<file path="src/design/uud_pkg.sv">
`timescale 1ns / 1ps

package uud_pkg;

  localparam logic [7:0] CHAR_CR        = 8'h0D;
  localparam logic [7:0] CHAR_BACKQUOTE = 8'h60;
  localparam logic [7:0] CHAR_OFFSET    = 8'h20;

  // One decoded group as handed from the parser to the byte emitter.
  typedef struct packed {
    logic [23:0] bits;   // three bytes, first byte in the top bits
    logic [1:0]  cnt;    // bytes to emit, 1 to 3
    logic        ends;   // last byte of this group closes the line
  } job_t;

  // Six-bit value of one uuencoded character.
  function automatic logic [5:0] sixbit(input logic [7:0] c);
    logic [7:0] d;
    d = c - CHAR_OFFSET;
    if (c == CHAR_BACKQUOTE) begin
      return 6'd0;
    end
    return d[5:0];
  endfunction

endpackage

</file>
<file path="src/design/uudecode_line_decoder.sv">
`timescale 1ns / 1ps

// Streaming uudecode: one text character enters per cycle on the in_ channel and
// decoded bytes leave one per cycle on the out_ channel while out_tready is high.
// A carriage return closes a line (extra carriage returns are skipped), the first
// character of each line is its byte count, and every four data characters decode
// to up to three bytes, limited by what the count still allows. A line that ends
// partway through a group flushes its pending bytes with the missing characters
// taken as zero. The parser accepts a character every cycle as long as the group
// queue (QUEUE_DEPTH entries) has room; the byte emitter sends one byte per cycle
// while out_tready is high. A completed group is written into the queue and then
// loaded into the emitter's registers before its bytes reach the output.
// out_tlast marks the final byte produced by one input character and out_tuser
// marks the byte that uses up a line's count or is flushed by a carriage return.
module uudecode_line_decoder #(
  parameter int QUEUE_DEPTH = 4
) (
  input  logic       clk,
  input  logic       rst_n,
  input  logic       in_tvalid,
  output logic       in_tready,
  input  logic [7:0] in_tdata,   // [7:0] char_in
  output logic       out_tvalid,
  input  logic       out_tready,
  output logic [7:0] out_tdata,  // [7:0] data_byte
  output logic       out_tlast,  // last_of_run
  output logic       out_tuser   // [0] line_end
);
  import uud_pkg::*;

  logic in_accept;
  logic job_valid;
  job_t front_job;
  job_t head_job;
  logic q_empty;
  logic q_full;
  logic q_pop;

  // Every accepted character can create at most one group, so a free queue
  // slot is all the parser needs to take the next one.
  assign in_tready = !q_full;
  assign in_accept = in_tvalid && in_tready;

  uud_front u_front (
    .clk       (clk),
    .rst_n     (rst_n),
    .accept    (in_accept),
    .char_in   (in_tdata),
    .job_valid (job_valid),
    .job       (front_job)
  );

  uud_fifo #(
    .DEPTH (QUEUE_DEPTH)
  ) u_fifo (
    .clk      (clk),
    .rst_n    (rst_n),
    .push     (job_valid),
    .push_job (front_job),
    .pop      (q_pop),
    .head_job (head_job),
    .empty    (q_empty),
    .full     (q_full)
  );

  // The emitter holds one group in registers and drives the output from them,
  // so it keeps working while the parser fills the queue behind it.
  uud_back u_back (
    .clk          (clk),
    .rst_n        (rst_n),
    .q_empty      (q_empty),
    .q_head       (head_job),
    .q_pop        (q_pop),
    .out_valid    (out_tvalid),
    .out_ready    (out_tready),
    .out_byte     (out_tdata),
    .out_last     (out_tlast),
    .out_line_end (out_tuser)
  );

endmodule

</file>
<file path="src/design/uud_front.sv">
`timescale 1ns / 1ps

module uud_front (
  input  logic             clk,
  input  logic             rst_n,
  input  logic             accept,
  input  logic [7:0]       char_in,
  output logic             job_valid,
  output uud_pkg::job_t    job
);
  import uud_pkg::*;

  logic        in_body_r, in_body_nxt;
  logic [5:0]  left_r, left_nxt;
  logic [1:0]  pos_r, pos_nxt;
  logic [17:0] bits_r, bits_nxt;

  logic [5:0]  six;
  logic [1:0]  n;
  logic [5:0]  left_after;
  logic [23:0] flush_bits;

  assign six        = sixbit(char_in);
  assign n          = (left_r < 6'd3) ? left_r[1:0] : 2'd3;
  assign left_after = left_r - {4'd0, n};

  // Missing characters of a partial group are taken as zero.
  always_comb begin
    case (pos_r)
      2'd1:    flush_bits = {bits_r[5:0], 18'd0};
      2'd2:    flush_bits = {bits_r[11:0], 12'd0};
      2'd3:    flush_bits = {bits_r, 6'd0};
      default: flush_bits = 24'd0;
    endcase
  end

  always_comb begin
    in_body_nxt = in_body_r;
    left_nxt    = left_r;
    pos_nxt     = pos_r;
    bits_nxt    = bits_r;
    job_valid   = 1'b0;
    job.bits    = flush_bits;
    job.cnt     = n;
    job.ends    = 1'b1;
    if (accept) begin
      if (char_in == CHAR_CR) begin
        if (in_body_r) begin
          job_valid   = (pos_r != 2'd0) && (left_r != 6'd0);
          in_body_nxt = 1'b0;
          left_nxt    = 6'd0;
          pos_nxt     = 2'd0;
          bits_nxt    = 18'd0;
        end
      end else if (!in_body_r) begin
        in_body_nxt = 1'b1;
        left_nxt    = six;
        pos_nxt     = 2'd0;
        bits_nxt    = 18'd0;
      end else if (left_r != 6'd0) begin
        if (pos_r == 2'd3) begin
          job_valid = 1'b1;
          job.bits  = {bits_r, six};
          job.ends  = (left_after == 6'd0);
          left_nxt  = left_after;
          pos_nxt   = 2'd0;
          bits_nxt  = 18'd0;
        end else begin
          bits_nxt = {bits_r[11:0], six};
          pos_nxt  = pos_r + 2'd1;
        end
      end
    end
  end

  always_ff @(posedge clk) begin
    if (!rst_n) begin
      in_body_r <= 1'b0;
      left_r    <= 6'd0;
      pos_r     <= 2'd0;
      bits_r    <= 18'd0;
    end else begin
      in_body_r <= in_body_nxt;
      left_r    <= left_nxt;
      pos_r     <= pos_nxt;
      bits_r    <= bits_nxt;
    end
  end

endmodule

</file>
<file path="src/design/uud_fifo.sv">
`timescale 1ns / 1ps

module uud_fifo #(
  parameter int DEPTH = 4
) (
  input  logic             clk,
  input  logic             rst_n,
  input  logic             push,
  input  uud_pkg::job_t    push_job,
  input  logic             pop,
  output uud_pkg::job_t    head_job,
  output logic             empty,
  output logic             full
);
  import uud_pkg::*;

  localparam int IW = (DEPTH > 1) ? $clog2(DEPTH) : 1;
  localparam int CW = $clog2(DEPTH + 1);

  job_t          slots_r [DEPTH];
  logic [IW-1:0] wr_r, wr_nxt;
  logic [IW-1:0] rd_r, rd_nxt;
  logic [CW-1:0] cnt_r, cnt_nxt;
  logic          do_push, do_pop;

  assign empty    = (cnt_r == CW'(0));
  assign full     = (cnt_r == CW'(DEPTH));
  assign do_push  = push && !full;
  assign do_pop   = pop && !empty;
  assign head_job = slots_r[rd_r];

  always_comb begin
    wr_nxt  = wr_r;
    rd_nxt  = rd_r;
    cnt_nxt = cnt_r;
    if (do_push) begin
      wr_nxt = (wr_r == IW'(DEPTH - 1)) ? IW'(0) : wr_r + IW'(1);
    end
    if (do_pop) begin
      rd_nxt = (rd_r == IW'(DEPTH - 1)) ? IW'(0) : rd_r + IW'(1);
    end
    if (do_push && !do_pop) begin
      cnt_nxt = cnt_r + CW'(1);
    end else if (do_pop && !do_push) begin
      cnt_nxt = cnt_r - CW'(1);
    end
  end

  always_ff @(posedge clk) begin
    if (do_push) begin
      slots_r[wr_r] <= push_job;
    end
  end

  always_ff @(posedge clk) begin
    if (!rst_n) begin
      wr_r  <= '0;
      rd_r  <= '0;
      cnt_r <= '0;
    end else begin
      wr_r  <= wr_nxt;
      rd_r  <= rd_nxt;
      cnt_r <= cnt_nxt;
    end
  end

endmodule

</file>
<file path="src/design/uud_back.sv">
`timescale 1ns / 1ps

module uud_back (
  input  logic             clk,
  input  logic             rst_n,
  input  logic             q_empty,
  input  uud_pkg::job_t    q_head,
  output logic             q_pop,
  output logic             out_valid,
  input  logic             out_ready,
  output logic [7:0]       out_byte,
  output logic             out_last,
  output logic             out_line_end
);
  import uud_pkg::*;

  logic       busy_r, busy_nxt;
  job_t       job_r, job_nxt;
  logic [1:0] k_r, k_nxt;
  logic       last_byte;
  logic       taken;

  assign last_byte    = (k_r + 2'd1 == job_r.cnt);
  assign taken        = busy_r && out_ready;
  assign out_valid    = busy_r;
  assign out_last     = last_byte;
  assign out_line_end = last_byte && job_r.ends;

  always_comb begin
    case (k_r)
      2'd0:    out_byte = job_r.bits[23:16];
      2'd1:    out_byte = job_r.bits[15:8];
      default: out_byte = job_r.bits[7:0];
    endcase
  end

  always_comb begin
    busy_nxt = busy_r;
    job_nxt  = job_r;
    k_nxt    = k_r;
    q_pop    = 1'b0;
    if (!busy_r || (taken && last_byte)) begin
      q_pop    = !q_empty;
      busy_nxt = !q_empty;
      job_nxt  = q_head;
      k_nxt    = 2'd0;
    end else if (taken) begin
      k_nxt = k_r + 2'd1;
    end
  end

  always_ff @(posedge clk) begin
    job_r <= job_nxt;
  end

  always_ff @(posedge clk) begin
    if (!rst_n) begin
      busy_r <= 1'b0;
      k_r    <= 2'd0;
    end else begin
      busy_r <= busy_nxt;
      k_r    <= k_nxt;
    end
  end

endmodule

</file>
<file path="config.mk">
export PLATFORM = sky130hd
export DESIGN_NAME = uudecode_line_decoder
export DESIGN_NICKNAME = d
export VERILOG_FILES = /design/src/design/uud_pkg.sv /design/src/design/uudecode_line_decoder.sv /design/src/design/uud_front.sv /design/src/design/uud_fifo.sv /design/src/design/uud_back.sv
export SDC_FILE = /design/constraint.sdc
export NUM_CORES = 1
export LEC_CHECK = 0
export BUFFER_PORTS_ARGS = -buffer_cell sky130_fd_sc_hd__buf_4
export CAP_MARGIN = 20
export CORE_MARGIN = 2
export CORE_UTILIZATION = 50
export DETAILED_ROUTE_END_ITERATION = 6
export GPL_TIMING_DRIVEN = 0
export MAX_ROUTING_LAYER = met4
export PLACE_DENSITY_LB_ADDON = 0.12
export SLEW_MARGIN = 40
export SYNTH_ARGS = -nofsm -noshare
export SYNTH_HDL_FRONTEND = slang
export SYNTH_SLANG_ARGS = --single-unit
</file>
<file path="constraint.sdc">
create_clock -name clk -period 9.1 [get_ports clk]
set_clock_uncertainty 0.1 [all_clocks]
set_input_delay 0.455 -clock clk [delete_from_list [all_inputs] [get_ports clk]]
set_output_delay 0.455 -clock clk [all_outputs]
set_load 0.01 [all_outputs]
</file>
==> impl_metrics.tcl <==
set metrics [dict create \
    crit_chain "ha_1 -> clkbuf_1 -> a21oi_1 -> a211oi_2 -> ha_1 -> inv_1 -> fa_1 -> xor2_1 -> or3_1 -> a21oi_1" \
    num-fill-cells 1133 \
    max_cap_violations 0 \
    ys_types 58 \
    dp.cells 698 \
    crit_fanout 10 \
    wl_per_cell_microns 19.5 \
    tns_ps 0 \
    worst-endpoint-required_ps 9360 \
    avgViaCountPerCell 5.69 \
    ys_seq_area_share_pct 64.7 \
    rsz0062_at_grt "false" \
    numCtsBuffers 17 \
    worst_slew_pin_slew_ps 715 \
    cts_sinks 172 \
    slowest_stage "a211oi_2" \
    ys.warnings.count 0 \
    end_kind "register" \
    leakage_uw 0.00296 \
    rows 44 \
    slew_headroom_pct 51.7 \
    drv_slew 0 \
    fin_crit_sh_pct 34.3 \
    hpwlAfterDp_mm 10.2 \
    hold_violations 0 \
    cellPowerDensity_nw_per_um2 253 \
    routed_wirelength_mm 14.2 \
    cts_max_level 4 \
    cts_root_buffer "clkbuf_16" \
    nets 560 \
    path_clk_slew_ps 60 \
    hold_buffers 0 \
    antenna_found_initial 0 \
    run_status "completed" \
    syn_area_sq_um 7410 \
    antenna_cells 0 \
    finalWeightedCongestion 0.822 \
    io_buffers 23 \
    drive_above_1_share_pct 22.9 \
    start_util_pct 51.1 \
    layout_common_cells "135 x edfxtp_1, 72 x nand2_1, 37 x dfxtp_1, 31 x mux2i_1, 27 x mux4_2" \
    dieArea_sq_um 15800 \
    fin_cells 730 \
    ir_drop_v 0.000158 \
    syn-instance-count 485 \
    min_period_ps 3120 \
    cts_resized 0 \
    core-area_sq_um 14500 \
    dr.pass1.iters 4 \
    clock_latency_ps 430 \
    io_pins 24 \
    synth_edf_count 135 \
    track_usage_pct 19.8 \
    grt_pass1_vias 4163 \
    setup_viol 0 \
    postSynthAreaPerCell_sq_um 15.3 \
    crit_type "register to register" \
    grt_max_degree 17 \
    die_x_microns 126 \
    slowest_delay_ps 520 \
    fmax_ghz 0.320 \
    synth_fp_nets 512 \
    synth-seq-cells 172 \
    grt_pass1_wl_mm 22.7 \
    synth_flop_cell "edfxtp_1" \
    drt_iter0_markers 340 \
    num_vias 4156 \
    drcViolationCount 0 \
    globalRoute.totalOverflow 0 \
    cts_tree "done" \
    syn_to_final_growth_pct 15.3 \
    worst_setup_path_start_kind "register" \
    final_common_cell "edfxtp_1" \
    post_cts_buffers 0 \
    die_height_microns 126 \
    ant_nets 0 \
    cts.path.max_buffers 2 \
    critPathArrivalTime_ps 3380 \
    async_flop_share_pct 0 \
    hp-class "input pin to register" \
]
-- per-layer routing --
metal  up-vias  share of wire, %  global-route usage, %  wire (microns)
met5         -                 0                      -               0
met4         0               1.5                   6.67             207
met3        16               4.1                   4.42             577
met2        91                48                   30.9            6870
met1      2089                46                   26.0            6580
li1       1960                 -                      -               -
-- logic make-up (layout without fill, tap and decap cells) --
| group | after synthesis | in the layout | share of synthesized area, % |
|---|---|---|---|
| xor+xnor | 6 | 6 | 0.710 |
| mux | 60 | 60 | 12.7 |
| buf+inv | 41 | 102 | 2.77 |
| compound gates | 65 | 65 | 8.18 |
| simple gates | 126 | 126 | 8.26 |
| flops | 172 | 172 | 64.7 |
| fa+ha+maj | 15 | 15 | 2.64 |
-- flip-flops by register name, summed over array words and instances, names as in the netlist --
signal	flops
u_fifo.slots_r	108
u_back.job_r	27
u_front.bits_r	18
u_front.left_r	6
u_fifo.cnt_r	3
u_back.k_r	2
u_fifo.rd_r	2
u_fifo.wr_r	2
u_front.pos_r	2
u_back.out_valid	1
u_front.in_body_r	1
-- final timing paths --
kind / cells after the start / startpoint / slack, ps / endpoint
max reg2reg: 10 / u_front.pos_r[0] / 5980 / u_fifo.cnt_r[2]
max: 10 / u_front.pos_r[0] / 5980 / u_fifo.cnt_r[2]
min reg2reg: 2 / u_front.bits_r[12] / 380 / u_front.bits_r[12]
min: 2 / in_tvalid / 190 / u_front.in_body_r
-- where the power goes --
| group | leakage [uW] | switching [uW] | total [uW] | internal [uW] |
|---|---|---|---|---|
| sequential | 0.00157 | 35.3 | 967 | 931 |
| combinational | 0.00111 | 257 | 479 | 222 |
| clock | 0.000281 | 289 | 717 | 428 |
-- critical path, delay by kind of cell, from the launching register on --
family,cells,cell delay (ps)
fa+ha+maj,3,930
compound gates,3,750
flops,1,390
buf+inv,2,390
simple gates,1,310
xor+xnor,1,180
-- synth_stat cells, types with 3 or more instances --
library cell	count	area share [%]
nand2_1	72	3.6
mux4_2	27	8.2
xor2_1	3	0.35
edfxtp_1	135	55
nor3_1	4	0.27
buf_2	5	0.34
inv_1	13	0.66
dfxtp_1	37	10
or3_1	4	0.34
buf_6	6	0.91
o21ai_0	4	0.27
clkbuf_1	16	0.81
nand3_1	5	0.34
nor2_1	9	0.46
ha_1	14	2.4
and2_1	11	0.93
nand2b_1	4	0.34
a22oi_1	14	1.4
mux2i_1	31	4.2
a21oi_1	7	0.47
xnor2_1	3	0.35
a32o_1	6	0.81
and3_2	4	0.41
a21o_1	3	0.30
o2bb2ai_2	6	1.2
o31ai_1	3	0.30
-- cell type report --
cell class / instances / area [sq um] / area share, %
Multi-Input combinational cell: 272 / 2420 / 28.4
Sequential cell: 172 / 4790 / 56.1
Tap cell: 184 / 230 / 2.70
Timing Repair Buffer: 29 / 302 / 3.53
Inverter: 13 / 48.8 / 0.571
Buffer: 28 / 158 / 1.85
Clock buffer: 19 / 433 / 5.07
Clock inverter: 13 / 149 / 1.74
-- through the flow --
| step | util (%) | setup WS [ps] | cell area, sq um | power, uW | hold slack, ps |
|---|---|---|---|---|---|
| floorplan | - | 4190 | 7410 | 1320 | 352 |
| global placement | 53.9 | 2530 | 7810 | 1450 | 364 |
| detailed placement | 55.0 | 5830 | 7960 | 1470 | 371 |
| CTS | 59.0 | 5950 | 8540 | 2180 | 176 |
| global route | 59.0 | 5750 | 8540 | 2260 | 195 |
| finish | 59.0 | 5980 | 8540 | 2160 | 190 |
(Power assumes the default switching activity.)
